File: src/rtl/avr_pkg.sv
// ----------------------------------------------------------------------------
// Axis-angle vector rotation: shared package
// Types, fixed-point constants and the arctangent table used by the angle
// reduction, CORDIC and rotation pipelines.
// ----------------------------------------------------------------------------
package avr_pkg;

  typedef enum logic {
    KIND_AXIS  = 1'b0,
    KIND_EULER = 1'b1
  } kind_e;

  // Q16.16 vector, x in the lowest bits when packed.
  typedef struct packed {
    logic signed [31:0] z;
    logic signed [31:0] y;
    logic signed [31:0] x;
  } vec_t;

  // Width of the Q.30 radian value during range reduction.
  localparam int unsigned ANG_W     = 48;
  // Compare-and-subtract steps of the modulo 2*pi reduction.
  localparam int unsigned RED_STEPS = 14;
  localparam int unsigned ANG_LAT   = RED_STEPS + 3;
  localparam int unsigned ROT_LAT   = 5;
  localparam int unsigned ATAN_LEN  = 30;

  localparam logic signed [ANG_W-1:0] Q30_PI      = 48'sd3373259426;
  localparam logic signed [ANG_W-1:0] Q30_TWO_PI  = 48'sd6746518852;
  localparam logic signed [ANG_W-1:0] Q30_HALF_PI = 48'sd1686629713;
  // A multiple of 2*pi that makes every reachable angle non-negative.
  localparam logic signed [ANG_W-1:0] RED_OFFSET  = Q30_TWO_PI <<< (RED_STEPS - 1);

  localparam logic signed [27:0] DEG_TO_RAD  = 28'sd74961321;
  localparam logic signed [33:0] CORDIC_GAIN = 34'sd652032874;
  localparam logic signed [15:0] AXIS_ONE    = 16'sd16384;

  localparam logic [29:0] ATAN_Q30 [ATAN_LEN] = '{
    30'd843314856, 30'd497837829, 30'd263043836, 30'd133525158, 30'd67021686,
    30'd33543515,  30'd16775850,  30'd8388437,   30'd4194282,   30'd2097149,
    30'd1048575,   30'd524287,    30'd262143,    30'd131071,    30'd65535,
    30'd32767,     30'd16383,     30'd8191,      30'd4095,      30'd2047,
    30'd1023,      30'd511,       30'd255,       30'd127,       30'd63,
    30'd31,        30'd15,        30'd7,         30'd3,         30'd1
  };

endpackage

File: src/rtl/avr_angle.sv
// ----------------------------------------------------------------------------
// Angle conversion and range reduction
// Converts a Q16.16 angle to Q.30 radians, reduces it modulo 2*pi one
// compare-and-subtract per stage and folds it into [-pi/2, pi/2].
// ----------------------------------------------------------------------------
module avr_angle import avr_pkg::*; (
  input  logic               clk_i,
  input  logic               rst_ni,
  input  logic               en_i,
  input  logic               deg_i,
  input  logic               valid_i,
  input  logic signed [31:0] angle_i,
  output logic               valid_o,
  output logic signed [31:0] z_o,
  output logic               neg_o
);

  localparam int unsigned PROD_W = 60;
  localparam logic signed [PROD_W-1:0] HALF_18 = PROD_W'(1) <<< 17;

  logic [ANG_LAT-1:0]        valid_q;
  logic signed [PROD_W-1:0]  prod_q;
  logic signed [31:0]        angle_q;
  logic                      deg_q;
  logic signed [ANG_W-1:0]   red_q [RED_STEPS+1];
  logic signed [PROD_W-1:0]  deg_rad;
  logic signed [ANG_W-1:0]   rad_d;
  logic signed [ANG_W-1:0]   cen_d;
  logic signed [ANG_W-1:0]   fold_d;
  logic                      neg_d;
  logic signed [31:0]        z_q;
  logic                      neg_q;

  always_ff @(posedge clk_i or negedge rst_ni) begin
    if (!rst_ni) begin
      valid_q <= '0;
    end else if (en_i) begin
      valid_q <= {valid_q[ANG_LAT-2:0], valid_i};
    end
  end

  always_ff @(posedge clk_i) begin
    if (en_i) begin
      prod_q  <= angle_i * DEG_TO_RAD;
      angle_q <= angle_i;
      deg_q   <= deg_i;
    end
  end

  always_comb begin
    deg_rad = (prod_q + HALF_18) >>> 18;
    if (deg_q) begin
      rad_d = ANG_W'(deg_rad);
    end else begin
      rad_d = ANG_W'(angle_q) <<< 14;
    end
  end

  always_ff @(posedge clk_i) begin
    if (en_i) begin
      red_q[0] <= rad_d + Q30_PI + RED_OFFSET;
    end
  end

  for (genvar k = 0; k < RED_STEPS; k++) begin : g_red
    localparam logic signed [ANG_W-1:0] SUB = Q30_TWO_PI <<< (RED_STEPS - 1 - k);
    always_ff @(posedge clk_i) begin
      if (en_i) begin
        red_q[k+1] <= (red_q[k] >= SUB) ? red_q[k] - SUB : red_q[k];
      end
    end
  end

  // Centre on zero, then fold the outer quarters onto the inner half turn.
  always_comb begin
    cen_d = red_q[RED_STEPS] - Q30_PI;
    priority if (cen_d > Q30_HALF_PI) begin
      fold_d = Q30_PI - cen_d;
      neg_d  = 1'b1;
    end else if (cen_d < -Q30_HALF_PI) begin
      fold_d = -Q30_PI - cen_d;
      neg_d  = 1'b1;
    end else begin
      fold_d = cen_d;
      neg_d  = 1'b0;
    end
  end

  always_ff @(posedge clk_i) begin
    if (en_i) begin
      z_q   <= 32'(fold_d);
      neg_q <= neg_d;
    end
  end

  assign valid_o = valid_q[ANG_LAT-1];
  assign z_o     = z_q;
  assign neg_o   = neg_q;

endmodule

File: config.mk
export PLATFORM = sky130hd
export DESIGN_NAME = avr_angle
export DESIGN_NICKNAME = d
export VERILOG_FILES = /design/src/rtl/avr_pkg.sv /design/src/rtl/avr_angle.sv
export SDC_FILE = /design/constraint.sdc
export NUM_CORES = 2
export LEC_CHECK = 0
export BUFFER_PORTS_ARGS = -buffer_cell sky130_fd_sc_hd__buf_4
export CORE_ASPECT_RATIO = 2
export CORE_MARGIN = 3
export CORE_UTILIZATION = 40
export CTS_CLUSTER_DIAMETER = 120
export DETAILED_ROUTE_END_ITERATION = 10
export GPL_TIMING_DRIVEN = 1
export PLACE_DENSITY_LB_ADDON = 0.2
export SETUP_SLACK_MARGIN = 0.15
export SLEW_MARGIN = 20
export SYNTH_ARGS = -nofsm -noshare
export SYNTH_HDL_FRONTEND = slang
export SYNTH_SLANG_ARGS = --single-unit
export TNS_END_PERCENT = 50
File: constraint.sdc
create_clock -name clk_i -period 6.4 [get_ports clk_i]
set_input_delay 1.92 -clock clk_i [delete_from_list [all_inputs] [get_ports clk_i]]
set_output_delay 1.92 -clock clk_i [all_outputs]
set_load 0.005 [all_outputs]
=== Word level (Yosys, flattened, before mapping) ===
Memory sizes are Yosys's and may differ from the RTL's.
Cells that the tools add are included.
W data, S select, Z words.

* Multiply operators: 1
* Magnitude comparators: 16
* Add/subtract/negate cells: 20
* Muxes and demuxes: 20

{| class="wikitable"
|+ Operators by type and width
! operator !! count
|-
| $mux W48 || 15
|-
| $mux W32 || 2
|-
| $sub A31 B32 Y32 const A || 2
|-
| $add A60 B19 Y60 const B || 1
|-
| $mul A32 B28 Y60 const B || 1
|-
| $add A48 B33 Y48 const B || 1
|-
| $add A48 B47 Y48 const B || 1
|-
| $ge A48 B34 Y1 const B || 1
|-
| $ge A48 B35 Y1 const B || 1
|-
| $ge A48 B36 Y1 const B || 1
|-
| $ge A48 B37 Y1 const B || 1
|-
| $ge A48 B38 Y1 const B || 1
|-
| $ge A48 B39 Y1 const B || 1
|-
| $ge A48 B40 Y1 const B || 1
|-
| $ge A48 B41 Y1 const B || 1
|-
| $ge A48 B42 Y1 const B || 1
|-
| $ge A48 B43 Y1 const B || 1
|-
| $ge A48 B44 Y1 const B || 1
|-
| $ge A48 B45 Y1 const B || 1
|-
| $ge A48 B46 Y1 const B || 1
|-
| $ge A48 B47 Y1 const B || 1
|-
| $gt A48 B32 Y1 const B || 1
|-
| $lt A48 B32 Y1 const B || 1
|-
| $sub A48 B33 Y48 const B || 1
|-
| other kinds (15) || 17
|}

* Input bits: 37
* Bits in writable memories: 720
* Output and inout port bits: 34
* Memories kept: 1
* Register bits after elaboration: 143
* Word-level logic and storage cells: 64

{| class="wikitable"
|+ Memories
! name !! depth !! bits a word !! rd ports !! clocked after memory_dff !! write ports !! line !! text
|-
| red_q || 15 || 48 || 15 || 0 || 15 || avr_angle.sv:25 || <nowiki>logic signed [ANG_W-1:0] red_q [RED_STEPS+1];</nowiki>
|}

=== Depth between registers and ports, before layout ===
An unclocked memory read counts as a cell.

* Word-level depth: 5
* Depth in mapped cells: 28
* Mapped depth without buffers: 26

=== Worst setup path after synthesis ===
Ideal clock, no wire load.

* Kind: input-to-reg
* Start: input port angle_i[27]
* End: register prod_q[56], data pin
* Arrival: 8110 ps
* Stages on the path: 25
* Slack: -1968 ps
* Data required time: 6142 ps
* Buffers on the path: 1
* Library setup time: 258 ps
* Path through: clkbuf_1 inv_1 fa_1 fa_1 inv_1 fa_1 inv_1 fa_1 inv_1 fa_1 fa_1 inv_1 fa_1 inv_1 ha_1 a21o_1 a21o_1 a21oi_1 o21ai_0 a211oi_1 a211oi_1 and4_1 o311a_1 nor2_1 xnor2_1

* Word-level cells in the longest chain between the ends: 1

{| class="wikitable"
|+ RTL lines
! item !! line !! text
|-
| start: declaration || avr_angle.sv:12 || <nowiki>input logic signed [31:0] angle_i,</nowiki>
|-
| $mul A32 B28 Y60 || avr_angle.sv:44 || <nowiki>prod_q <= angle_i * DEG_TO_RAD;</nowiki>
|-
| end signal: assignment || avr_angle.sv:44 ||
|-
| end: declaration || avr_angle.sv:22 || <nowiki>logic signed [PROD_W-1:0] prod_q;</nowiki>
|}

No other way between the ends.
A chain may end at the register's enable or synchronous reset.

=== Final worst setup path ===
* Start: input port angle_i[20]
* End: register prod_q[54], data pin

The elaborated chain is that of the path after synthesis.

==> summary.md <==
For the pin with the worst max-slew slack, the measured transition is 1.25 ns. In this run the critical register-to-register path is launched from red_q[1][289]. The maximum fanout count along the critical path is 4, and the cell area after technology mapping is 0.0613 sq mm.

The first global-routing pass estimated 268000 um of wire. The number of max-slew violations in the final report came out at 0. For this configuration, the core starts out at a cell density of 40.4%.

After global routing the overflow that remains totals 0. The worst register-to-register path has a setup slack of 0.47 ns. For this block, the routed nets add up to 179000 um of wire. For this run, asynchronously set or reset flops after synthesis account for 2.01%. The path with the worst hold slack has its endpoint at red_q[0][249]. Count of final setup violators: 41.

The count of nets left with antenna violations once routing finished came out at 0. After the first detailed-routing iteration, the DRC count stood at 1569. Counting the buffers created by CTS gives 79. For this run, the total global-route usage over all layers was measured as 22.3%. The HPWL after detailed placement is 148000 um. The floorplan die width is 283 um, and the count of maximum capacitance violations is 0. The tree is rooted in a sky130_fd_sc_hd__clkbuf_16. The worst-case setup margin in the final layout came out at -1.40 ns. The run gives 0 as the synthesis warning total.

The tools report the critical path capture point type as a flop. The achievable frequency came out at 0.128 GHz. The critical hold path startpoint is red_q[0][201]. The depth of the CTS H-tree is 3, and the total via count in the routed design is 43800.

After clock tree synthesis, the clock-pin slew on the worst setup and hold paths is 0.07 ns. Using the TritonRoute via totals, the vias-per-cell ratio works out to 5.29. For this run, the leading register cell type out of synthesis is sky130_fd_sc_hd__edfxtp_1. Counting every sink on the clock net gives 845.

Data arrives at the worst endpoint at 8.19 ns. The count of buffers added on input and output ports is 70. The tools report the number of hold violations in the final report as 0. The worst hold path was traced through 0 stages. The run gives 3 as the deepest clock path buffer count.

In this run the core area contains 202 standard-cell rows. STA puts the critical path data required time at 6.79 ns. The flow ran to the end, but the final reports show violations.

The worst setup path is launched from an input pin. Counting flops with a built-in enable in the synthesized netlist gives 828. The later pin in the worst-skew pair is clocked with a latency of 0.67 ns. Worst reg2reg path depth: 13.

The tools report the floorplan die area as 0.158 sq mm. Counting flops and latches in the post-synthesis netlist gives 845. The cell with the largest stage delay on the worst path was sky130_fd_sc_hd__fa_1. The checks that failed: negative setup slack.

Counting every instance in the synthesized netlist gives 5726. Dividing the detail-routed wire length by the instance count gives 21.6 um. Routability-driven placement finished with a final weighted congestion of 0.967. The number of antenna violations at the first check in global routing came out at 2. The final period demand of the worst path works out to 7.80 ns. The cell that appears most often on the critical path is sky130_fd_sc_hd__fa_1.

In this run the standard cell core region covers 0.152 sq mm. Setup repair after global routing could not meet its margin everywhere. The part of the cycle the worst path needs is 122%, and the maximum cell stage delay along the critical path is 0.61 ns. The vertical die dimension is 560 um. TritonCTS built the clock tree. After synthesis, flip-flops and latches occupy 41.2% of the total area. Counting every net in the synthesized netlist gives 6489. Number of instances in the placed design: 8090. The start-to-end type of the worst setup path is in2reg. Classification of the worst-slack hold path: reg2reg. The post-synthesis to final-layout area growth works out to 15.7%.

The final setup skew was 0.0631 ns; the total non-filler cell area in the finished layout was 0.0710 sq mm. In this run, distinct cell masters in the synthesized netlist total 95. In this run the cell area measured after placement is 0.0676 sq mm.

The count of nets after finishing is 6934, and the largest net degree at the start of global routing is 124. The number of global-route vias before repair is 48100. The headroom to the max-slew limit is 14.3%, and the mean instance size in the synthesized netlist is 10.7 sq um. Count of boundary I/O pins: 71. Before antenna repair, the detailed router went through 5 iterations. The post-route netlist has 14.3% of its cells at a drive strength greater than 1.

The critical register-to-register path endpoint is z_o[21]. The tools report the count of unresolved DRC violations after routing as 0. After the flow finishes, the layout carries non-filler instances totaling 8265.
[how the worst max path moves through the flow]
| stage | startpoint | endpoint | slack [ns] |
|---|---|---|---|
| floorplan | angle_i[9] | prod_q[56] | -1.50 |
| global placement | angle_i[7] | prod_q[56] | -2.47 |
| detailed placement | angle_i[7] | prod_q[56] | -2.40 |
| CTS | angle_i[5] | prod_q[56] | -1.43 |
| global route | angle_i[20] | prod_q[54] | -1.58 |
| finish | angle_i[20] | prod_q[54] | -1.40 |
[flip-flops by register name, indices dropped and copies added (netlist names)]
name / cells
angle_q: 29
prod_q: 46
deg_q: 1
neg_o: 1
z_o: 32
red_q: 719
valid_q: 17
[Yosys cell counts (all sizes together) (36+ instances only)]
| library cell | number | area share [%] |
|---|---|---|
| or3 | 54 | 0.56 |
| edfxtp | 828 | 41 |
| and3 | 53 | 0.54 |
| a31oi | 51 | 0.52 |
| ha | 327 | 6.7 |
| nand4 | 71 | 0.72 |
| or4 | 38 | 0.47 |
| clkbuf | 117 | 0.72 |
| and2 | 52 | 0.53 |
| a211oi | 36 | 0.45 |
| nand3 | 116 | 0.95 |
| o31ai | 37 | 0.46 |
| xnor2 | 399 | 5.7 |
| nor4 | 77 | 0.80 |
| o21a | 42 | 0.51 |
| nor3 | 137 | 1.1 |
| nor2 | 348 | 2.1 |
| a21oi | 200 | 1.6 |
| o21ai | 190 | 1.6 |
| xor2 | 295 | 4.2 |
| nand2b | 39 | 0.40 |
| nand2 | 403 | 2.5 |
| inv | 852 | 5.2 |
| fa | 399 | 13 |
| a21o | 75 | 0.92 |
[cell type report]
| type | count | area (sq um) |
|---|---|---|
| fillers | 14100 | 80900 |
| multi-input cells | 3897 | 33400 |
| flip-flops and latches | 845 | 25300 |
| repair buffers | 496 | 4080 |
| inverters | 852 | 3290 |
| well taps | 2040 | 2550 |
| clock buffers | 91 | 2020 |
| clock inverters | 42 | 389 |
| diodes | 2 | 5.00 |
[cells by family (layout without fill, tap and decap cells)]
kind of cell | count (synthesis) | after routing | share of synthesized area (%)
compound gates | 887 | 887 | 9.70
xor+xnor | 694 | 694 | 9.91
fa+ha+maj | 727 | 727 | 19.7
buf+inv | 984 | 1481 | 6.07
flops | 845 | 845 | 41.2
mux | 32 | 32 | 0.567
other cells | 0 | 2 | 0
simple gates | 1557 | 1557 | 12.8
[cell usage in the layout (no fill, tap or decap), drive strengths merged, types with 37 or more instances in the layout]
master  Yosys  routed
inv       852     836
edfxtp    828     828
buf        15     496
nand2     403     403
xnor2     399     399
fa        399     399
nor2      348     348
ha        327     327
xor2      295     295
a21oi     200     200
o21ai     190     190
nor3      137     137
nand3     116     116
clkbuf    117      91
nor4       77      77
a21o       75      75
nand4      71      71
or3        54      54
and3       53      53
and2       52      52
a31oi      51      51
o21a       42      42
nand2b     39      39
or4        38      38
o31ai      37      37
[per-stage QoR]
stage	hold WS (ns)	setup WS [ns]	setup TNS (ns)	utilization [%]
finish	0.381	-1.40	-33.48	46.7
floorplan	0.400	-1.50	-30.35	-
CTS	0.375	-1.43	-31.49	46.5
global placement	0.402	-2.47	-66.82	44.5
global route	0.385	-1.58	-39.61	46.7
detailed placement	0.405	-2.40	-66.81	44.5
[critical path: cells and delay by family]
family                   cells  cell delay [ns]
buffers and inverters       11             1.10
AO/OA/AOI/OAI                4             0.49
AND/OR/NAND/NOR              6             0.79
adder cells (fa/ha/maj)      8             3.76
XOR/XNOR                     1             0.11
[routing by layer]
metal  vias up  routed length (um)  global-route usage [%]
met1     21600               45700                    15.0
met4         0               17800                    19.1
met5         -                   0                       0
li1      20700                   -                       -
met3       565                3640                    1.88
met2       898              111000                    49.9
[repair_timing]
action                                  4_1_cts  5_1_grt
pin swaps                                    42       56
endpoints found under the setup margin       42       43
hold buffers                                  0        0
cloned                                        0        0
gates resized for setup                      99       52
setup buffers                                17       23
Power is not shown: default switching activity piles up to over one toggle a cycle in this logic, so the estimate is an artifact.
