===== config.mk =====
export PLATFORM = sky130hd
export DESIGN_NAME = avr_cordic
export DESIGN_NICKNAME = d
export VERILOG_FILES = /design/src/rtl/avr_pkg.sv /design/src/rtl/avr_cordic.sv
export SDC_FILE = /design/constraint.sdc
export NUM_CORES = 2
export LEC_CHECK = 0
export BUFFER_PORTS_ARGS = -buffer_cell sky130_fd_sc_hd__buf_2
export CORE_MARGIN = 2
export CORE_UTILIZATION = 30
export CTS_BUF_LIST = sky130_fd_sc_hd__clkbuf_16
export DETAILED_ROUTE_END_ITERATION = 8
export HOLD_SLACK_MARGIN = 0.02
export SYNTH_ARGS = -nofsm -noshare
export SYNTH_HDL_FRONTEND = slang
export SYNTH_SLANG_ARGS = --single-unit

===== constraint.sdc =====
create_clock -name clk_i -period 5.9 [get_ports clk_i]
set_input_delay 0.885 -clock clk_i [delete_from_list [all_inputs] [get_ports clk_i]]
set_output_delay 0.885 -clock clk_i [all_outputs]
set_load 0.01 [all_outputs]

===== src/rtl/avr_pkg.sv =====
// ----------------------------------------------------------------------------
// Axis-angle vector rotation: shared package
// Types, fixed-point constants and the arctangent table used by the angle
// reduction, CORDIC and rotation pipelines.
// ----------------------------------------------------------------------------
package avr_pkg;

  typedef enum logic {
    KIND_AXIS  = 1'b0,
    KIND_EULER = 1'b1
  } kind_e;

  // Q16.16 vector, x in the lowest bits when packed.
  typedef struct packed {
    logic signed [31:0] z;
    logic signed [31:0] y;
    logic signed [31:0] x;
  } vec_t;

  // Width of the Q.30 radian value during range reduction.
  localparam int unsigned ANG_W     = 48;
  // Compare-and-subtract steps of the modulo 2*pi reduction.
  localparam int unsigned RED_STEPS = 14;
  localparam int unsigned ANG_LAT   = RED_STEPS + 3;
  localparam int unsigned ROT_LAT   = 5;
  localparam int unsigned ATAN_LEN  = 30;

  localparam logic signed [ANG_W-1:0] Q30_PI      = 48'sd3373259426;
  localparam logic signed [ANG_W-1:0] Q30_TWO_PI  = 48'sd6746518852;
  localparam logic signed [ANG_W-1:0] Q30_HALF_PI = 48'sd1686629713;
  // A multiple of 2*pi that makes every reachable angle non-negative.
  localparam logic signed [ANG_W-1:0] RED_OFFSET  = Q30_TWO_PI <<< (RED_STEPS - 1);

  localparam logic signed [27:0] DEG_TO_RAD  = 28'sd74961321;
  localparam logic signed [33:0] CORDIC_GAIN = 34'sd652032874;
  localparam logic signed [15:0] AXIS_ONE    = 16'sd16384;

  localparam logic [29:0] ATAN_Q30 [ATAN_LEN] = '{
    30'd843314856, 30'd497837829, 30'd263043836, 30'd133525158, 30'd67021686,
    30'd33543515,  30'd16775850,  30'd8388437,   30'd4194282,   30'd2097149,
    30'd1048575,   30'd524287,    30'd262143,    30'd131071,    30'd65535,
    30'd32767,     30'd16383,     30'd8191,      30'd4095,      30'd2047,
    30'd1023,      30'd511,       30'd255,       30'd127,       30'd63,
    30'd31,        30'd15,        30'd7,         30'd3,         30'd1
  };

endpackage


===== src/rtl/avr_cordic.sv =====
// ----------------------------------------------------------------------------
// Pipelined rotation-mode CORDIC
// One micro-rotation per stage in Q.30, then rounding of cosine and sine to
// FRAC_BITS fraction bits.
// ----------------------------------------------------------------------------
module avr_cordic import avr_pkg::*; #(
  parameter  int unsigned STEPS     = 16,
  parameter  int unsigned FRAC_BITS = 16,
  localparam int unsigned CS_W      = FRAC_BITS + 3
) (
  input  logic                 clk_i,
  input  logic                 rst_ni,
  input  logic                 en_i,
  input  logic                 valid_i,
  input  logic signed [31:0]   z_i,
  input  logic                 neg_i,
  output logic                 valid_o,
  output logic signed [CS_W-1:0] cos_o,
  output logic signed [CS_W-1:0] sin_o
);

  localparam int unsigned NSTEP = (STEPS < ATAN_LEN) ? STEPS : ATAN_LEN;
  localparam int unsigned CW    = 34;
  localparam int unsigned SH    = 30 - FRAC_BITS;
  localparam logic signed [CW-1:0] HALF_SH = CW'(1) <<< (SH - 1);

  logic [NSTEP+1:0]        valid_q;
  logic [NSTEP:0]          neg_q;
  logic signed [CW-1:0]    x_q [NSTEP+1];
  logic signed [CW-1:0]    y_q [NSTEP+1];
  logic signed [CW-1:0]    z_q [NSTEP+1];
  logic signed [CW-1:0]    xf;
  logic signed [CW-1:0]    xr;
  logic signed [CW-1:0]    yr;
  logic signed [CS_W-1:0]  cos_q;
  logic signed [CS_W-1:0]  sin_q;

  always_ff @(posedge clk_i or negedge rst_ni) begin
    if (!rst_ni) begin
      valid_q <= '0;
    end else if (en_i) begin
      valid_q <= {valid_q[NSTEP:0], valid_i};
    end
  end

  always_ff @(posedge clk_i) begin
    if (en_i) begin
      x_q[0]   <= CORDIC_GAIN;
      y_q[0]   <= '0;
      z_q[0]   <= CW'(z_i);
      neg_q[0] <= neg_i;
    end
  end

  for (genvar i = 0; i < NSTEP; i++) begin : g_step
    localparam logic signed [CW-1:0] ATAN_I = {{(CW-30){1'b0}}, ATAN_Q30[i]};
    always_ff @(posedge clk_i) begin
      if (en_i) begin
        neg_q[i+1] <= neg_q[i];
        if (!z_q[i][CW-1]) begin
          x_q[i+1] <= x_q[i] - (y_q[i] >>> i);
          y_q[i+1] <= y_q[i] + (x_q[i] >>> i);
          z_q[i+1] <= z_q[i] - ATAN_I;
        end else begin
          x_q[i+1] <= x_q[i] + (y_q[i] >>> i);
          y_q[i+1] <= y_q[i] - (x_q[i] >>> i);
          z_q[i+1] <= z_q[i] + ATAN_I;
        end
      end
    end
  end

  always_comb begin
    xf = neg_q[NSTEP] ? -x_q[NSTEP] : x_q[NSTEP];
    xr = (xf + HALF_SH) >>> SH;
    yr = (y_q[NSTEP] + HALF_SH) >>> SH;
  end

  always_ff @(posedge clk_i) begin
    if (en_i) begin
      cos_q <= CS_W'(xr);
      sin_q <= CS_W'(yr);
    end
  end

  assign valid_o = valid_q[NSTEP+1];
  assign cos_o   = cos_q;
  assign sin_o   = sin_q;

endmodule


Yosys cells after proc, flatten, opt, wreduce, memory -nomap -nowiden

Memory sizes are Yosys's and may differ from the RTL's.
Cells that the tools add are included.

Add/sub/neg operators: 98
Bitwise logic cells: 48
Mux-type cells: 147

Operator list:

| operator                     | number |
|---|---|
| two-way mux 34 bit           | 48 |
| two-way mux 1 bit            | 98 |
| adder 34 x 19 -> 34 bit      | 2 |
| adder 34 x 20 -> 34 bit      | 2 |
| adder 34 x 21 -> 34 bit      | 2 |
| adder 34 x 22 -> 34 bit      | 2 |
| adder 34 x 23 -> 34 bit      | 2 |
| adder 34 x 24 -> 34 bit      | 2 |
| adder 34 x 25 -> 34 bit      | 2 |
| adder 34 x 26 -> 34 bit      | 2 |
| adder 34 x 27 -> 34 bit      | 2 |
| adder 34 x 28 -> 34 bit      | 2 |
| adder 34 x 29 -> 34 bit      | 2 |
| adder 34 x 30 -> 34 bit      | 2 |
| adder 34 x 31 -> 34 bit      | 2 |
| adder 34 x 32 -> 34 bit      | 2 |
| adder 34 x 33 -> 34 bit      | 2 |
| subtractor 34 x 19 -> 34 bit | 2 |
| subtractor 34 x 20 -> 34 bit | 2 |
| subtractor 34 x 21 -> 34 bit | 2 |
| subtractor 34 x 22 -> 34 bit | 2 |
| subtractor 34 x 23 -> 34 bit | 2 |
| subtractor 34 x 24 -> 34 bit | 2 |
| subtractor 34 x 25 -> 34 bit | 2 |
| 46 further kinds             | 103 |

Word-level logic and storage cells: 316
Memories kept: 3
Bits in writable memories: 1,734
Output and inout port bits: 39
Input port bits: 37
Register bits: 73

Memories:

| name | depth | width | read ports | clocked after memory_dff | wr ports | line             | RTL |
|---|---|---|---|---|---|---|---|
| x_q  | 17    | 34    | 17         | 0                        | 17       | avr_cordic.sv:29 | `logic signed [CW-1:0] x_q [NSTEP+1];` |
| y_q  | 17    | 34    | 17         | 0                        | 17       | avr_cordic.sv:30 | `logic signed [CW-1:0] y_q [NSTEP+1];` |
| z_q  | 17    | 34    | 16         | 0                        | 17       | avr_cordic.sv:31 | `logic signed [CW-1:0] z_q [NSTEP+1];` |

Logic depth before layout (Yosys ltp)

An unclocked memory read counts as a cell.

Depth in word-level cells: 5
Gate-level depth with buffers: 22
Gate-level depth less buffers: 22

Worst setup path before layout

No wires, ideal clock.

Kind: input port to flip-flop
From: input port en_i
To: memory z_q[6][33] (data pin)
Slack: 656 ps
Stages on the path: 17
Data required time: 5,642 ps
Data arrival time: 4,986 ps
Setup time: 258 ps
Path buffers: 3
Cells stage by stage: clkbuf_1 nand2_1 inv_1 clkbuf_1 buf_1 ha_1 a211oi_1 nor2_1 a211o_1 o21ai_0 a2111oi_0 o2111a_1 o221a_2 o21a_1 o21ai_0 a31oi_1 xnor2_1

RTL lines:

| item        | line             | RTL |
|---|---|---|
| from (decl) | avr_cordic.sv:13 | `input logic en_i,` |
| to (decl)   | avr_cordic.sv:31 |  |

==> impl_metrics.prom <==
# TYPE chip_impl_metric gauge
chip_impl_info{name="mostFrequentLayoutCells",value="sky130_fd_sc_hd__edfxtp_1 (1544), sky130_fd_sc_hd__ha_1 (1424), sky130_fd_sc_hd__a21oi_1 (1346)"} 1
chip_impl_metric{name="grt_util_all_layers",unit="%"} 14.09
chip_impl_metric{name="core_area",unit="mm2"} 0.4240
chip_impl_metric{name="fin_util",unit="%"} 33.52
chip_impl_info{name="hold_path.class",value="primary input to flop"} 1
chip_impl_metric{name="wl_met2",unit="mm"} 155.0
chip_impl_metric{name="pre_cts_setup_slack",unit="ns"} 0.1584
chip_impl_metric{name="nNetsFinal",unit=""} 14806
chip_impl_metric{name="postRouteAntennaNets",unit=""} 0
chip_impl_metric{name="fill_cells",unit=""} 43418
chip_impl_metric{name="syn_area",unit="mm2"} 0.1278
chip_impl_metric{name="dpl.hpwl",unit="mm"} 249.3
chip_impl_metric{name="grt_start_max_net_pins",unit=""} 159
chip_impl_metric{name="synth.ff_latch_count",unit=""} 1562
chip_impl_info{name="tritoncts",value="done"} 1
chip_impl_metric{name="report.final.hold_viol_count",unit=""} 0
chip_impl_metric{name="clk-insertion-delay-late",unit="ns"} 0.92
chip_impl_info{name="root_buf_cell",value="sky130_fd_sc_hd__clkbuf_16"} 1
chip_impl_info{name="dominantRegCellSynth",value="sky130_fd_sc_hd__edfxtp_1"} 1
chip_impl_metric{name="die_y",unit="um"} 656.7
chip_impl_metric{name="placed_cell_area",unit="mm2"} 0.1359
chip_impl_metric{name="clock_sink_count",unit=""} 1562
chip_impl_metric{name="fin_worst_skew",unit="ns"} 0.1121
chip_impl_metric{name="grt_pass1_wl",unit="mm"} 503.0
chip_impl_metric{name="post-route-cell-area",unit="mm2"} 0.1422
chip_impl_metric{name="routed_wl",unit="mm"} 314.0
chip_impl_metric{name="post-route-period-util",unit="%"} 92.62
chip_impl_metric{name="synth_async_sr_flop_share",unit="%"} 1.152
chip_impl_metric{name="route.met3.wl",unit="mm"} 10.65
chip_impl_info{name="yosysTopAreaCell",value="sky130_fd_sc_hd__edfxtp_1"} 1
chip_impl_metric{name="chipWidth",unit="um"} 656.7
chip_impl_metric{name="maxCapViolCount",unit=""} 0
chip_impl_metric{name="cts.reportedPaths.clkPinSlew",unit="ns"} 0.06
chip_impl_metric{name="synthCells",unit=""} 13057
chip_impl_metric{name="maxClockFrequency",unit="GHz"} 0.1830
chip_impl_metric{name="synth_edf_count",unit=""} 1544
chip_impl_metric{name="ctsHtreeMaxLevel",unit=""} 4
chip_impl_metric{name="synth_cell_types",unit=""} 97
chip_impl_metric{name="port_buffers",unit=""} 75
chip_impl_info{name="outcome",value="finished, final reports clean"} 1
chip_impl_metric{name="first_pass_iters",unit=""} 5
chip_impl_metric{name="setup_tns",unit="ns"} 0
chip_impl_metric{name="cp_max_fo",unit=""} 5
chip_impl_info{name="crit_path_end_kind",value="flop"} 1
chip_impl_metric{name="detailedRoute.firstIterationViolations",unit=""} 5618
chip_impl_info{name="start_kind",value="flop"} 1
chip_impl_metric{name="syn_avg_cell_area",unit="um2"} 9.787
chip_impl_info{name="top_area_cells_in_the_synthesized_netlist",value="sky130_fd_sc_hd__edfxtp_1 (36%), sky130_fd_sc_hd__ha_1 (14%), sky130_fd_sc_hd__xnor2_1 (8.6%)"} 1
chip_impl_metric{name="ys_warn_count",unit=""} 0
chip_impl_metric{name="antenna_found_initial",unit=""} 20
chip_impl_metric{name="detailroute.via_count",unit=""} 96731
chip_impl_metric{name="final-max-slew-violation-count",unit=""} 0
chip_impl_metric{name="drt-vias-per-instance",unit=""} 5.057
chip_impl_metric{name="worst-slew-pin-transition",unit="ns"} 1.048
chip_impl_metric{name="total_die_area",unit="mm2"} 0.4312
chip_impl_metric{name="first_global_vias",unit=""} 93696
chip_impl_metric{name="clk_path_buf_depth",unit=""} 4
chip_impl_metric{name="synth_top_cell_area_share",unit="%"} 36.28
chip_impl_metric{name="portion_of_the_post_synthesis_area_used_by_sequential_elements",unit="%"} 36.63
chip_impl_metric{name="crit_required",unit="ns"} 6.53
chip_impl_metric{name="worstPathArrival",unit="ns"} 6.10
chip_impl_metric{name="report.final.setup_viol",unit=""} 0
chip_impl_metric{name="floorplan.io_pins",unit=""} 76
chip_impl_metric{name="area_delta_synth_final",unit="%"} 11.24
chip_impl_metric{name="cts_buffers",unit=""} 193
chip_impl_metric{name="final_layout_size_suffix_gt1_share",unit="%"} 5.343
chip_impl_metric{name="globalRoute.totalOverflow",unit=""} 0
chip_impl_metric{name="layout_setup_ws",unit="ns"} 0.4352
chip_impl_metric{name="cts_setup_buffers",unit=""} 0
chip_impl_info{name="rsz0062_at_grt",value="no"} 1
chip_impl_metric{name="post_drt_wl_per_cell",unit="um"} 16.42
chip_impl_metric{name="period_needed",unit="ns"} 5.465
chip_impl_metric{name="relSlewSlack",unit="%"} 30.12
chip_impl_metric{name="met1_layer_wirelength_in_the_final_routing",unit="mm"} 135.0
chip_impl_metric{name="syn_nets",unit=""} 14563
chip_impl_metric{name="initial_utilization",unit="%"} 30.14
chip_impl_metric{name="route.detailed.drc",unit=""} 0
chip_impl_metric{name="row_count",unit=""} 239
chip_impl_info{name="crit_path_class",value="flop to flop"} 1
chip_impl_info{name="dr.max_layer_used",value="met5"} 1
chip_impl_info{name="final_common_cell",value="sky130_fd_sc_hd__edfxtp_1"} 1
chip_impl_metric{name="place_congestion",unit=""} 0.9415
## path summary, 6_finish.rpt
| check | start | endpoint | slack [ns] | depth (start not counted) |
|---|---|---|---|---|
| max in group asynchronous | rst_ni | valid_q[13]$_DFFE_PN0P_ | 5.12 | 2 |
| min in group asynchronous | rst_ni | valid_q[14]$_DFFE_PN0P_ | 0.50 | 2 |
| hold / removal | z_i[29] | z_q[0][29]$_DFFE_PP_ | 0.15 | 1 |
| setup / recovery | x_q[11][14]$_DFFE_PP_ | y_q[12][32]$_DFFE_PP_ | 0.44 | 22 |
| setup reg to reg | x_q[11][14]$_DFFE_PP_ | y_q[12][32]$_DFFE_PP_ | 0.44 | 22 |
| hold reg to reg | z_q[0][1]$_DFFE_PP_ | z_q[1][1]$_DFFE_PP_ | 0.42 | 0 |
## metrics by stage
stage	hold slack [ns]	instances
finish	0.1483	19129
floorplan	0.4003	13057
CTS	0.06269	19119
global placement	0.4001	18767
global route	0.09308	19127
detailed placement	0.4045	18767
## cells by family after synthesis
kind of cell,Yosys count,synth area share (%)
adders and majority gates,1469,14.65
muxes,104,0.8665
xor gates and xnor gates,1920,13.16
buffers and inverters,697,2.048
DFF,1562,36.63
and+or+nand+nor,3258,12.48
AOI/OAI and AO/OA,4047,20.16
## layout make-up
type	instances	area (um2)	area share [%]
diodes	10	25.02	0.01760
clock buffers	196	4905	3.450
clock inverters	155	1281	0.9013
inverters	492	1847	1.299
multi-input cells	10798	78380	55.14
flip-flops and latches	1562	46810	32.93
well taps	5663	7086	4.984
repair buffers	253	1817	1.278
## layer usage
metal  vias up  GRT usage (%)
met2      1644          25.73
met1     45112          16.77
met3       616          1.653
li1      49355              -
met5         -              0
met4         4          5.472
## critical path: stages (launching register included)
cell                       delay (ns)
sky130_fd_sc_hd__edfxtp_1        0.48
sky130_fd_sc_hd__nor3_1          0.28
sky130_fd_sc_hd__nand2b_1        0.12
sky130_fd_sc_hd__nor3_1          0.19
sky130_fd_sc_hd__nand2_1         0.16
sky130_fd_sc_hd__nor4_2          0.21
sky130_fd_sc_hd__inv_1           0.09
sky130_fd_sc_hd__or3_1           0.41
sky130_fd_sc_hd__o31ai_1         0.26
sky130_fd_sc_hd__xor2_1          0.41
sky130_fd_sc_hd__ha_1            0.38
sky130_fd_sc_hd__a21oi_1         0.22
sky130_fd_sc_hd__nand2_1         0.08
sky130_fd_sc_hd__a21o_1          0.19
sky130_fd_sc_hd__o21bai_1        0.18
sky130_fd_sc_hd__a221oi_1        0.34
sky130_fd_sc_hd__o311ai_0        0.21
sky130_fd_sc_hd__buf_4           0.18
sky130_fd_sc_hd__nand2_1         0.10
sky130_fd_sc_hd__o211ai_1        0.12
sky130_fd_sc_hd__or2_2           0.30
sky130_fd_sc_hd__a21o_1          0.19
sky130_fd_sc_hd__xor2_1          0.14
## registers in the layout (all words and copies together) (netlist names)
name and flops:
sin_o 19, cos_o 19, y_q 497, x_q 483, neg_q 17, valid_q 18, z_q 509
## Yosys cell counts (all sizes together) (51+ instances only)
master,count
xnor2,1249
nor2,945
xor2,671
a31oi,116
o21bai,158
mux2,53
nor2b,178
o211ai,65
or3,96
and2,71
nor3,309
a211oi,113
edfxtp,1544
o41ai,57
a21oi,1348
ha,1424
and3,122
inv,487
mux2i,51
nor4,91
nand3,230
nand2b,241
nand2,683
o21ai,730
nand4,95
clkbuf,179
o21a,178
a21o,710
o31ai,135
## timing repair
action / in CTS / in global routing
endpoints found under the hold margin: 18 / 0
resized for setup: 0 / 2
hold buffers: 1 / 0
setup endpoints to repair: 0 / 3
Power is left out: the tool's default activity adds up to more than one toggle a clock period on the data nets, which glitch-free logic cannot reach.
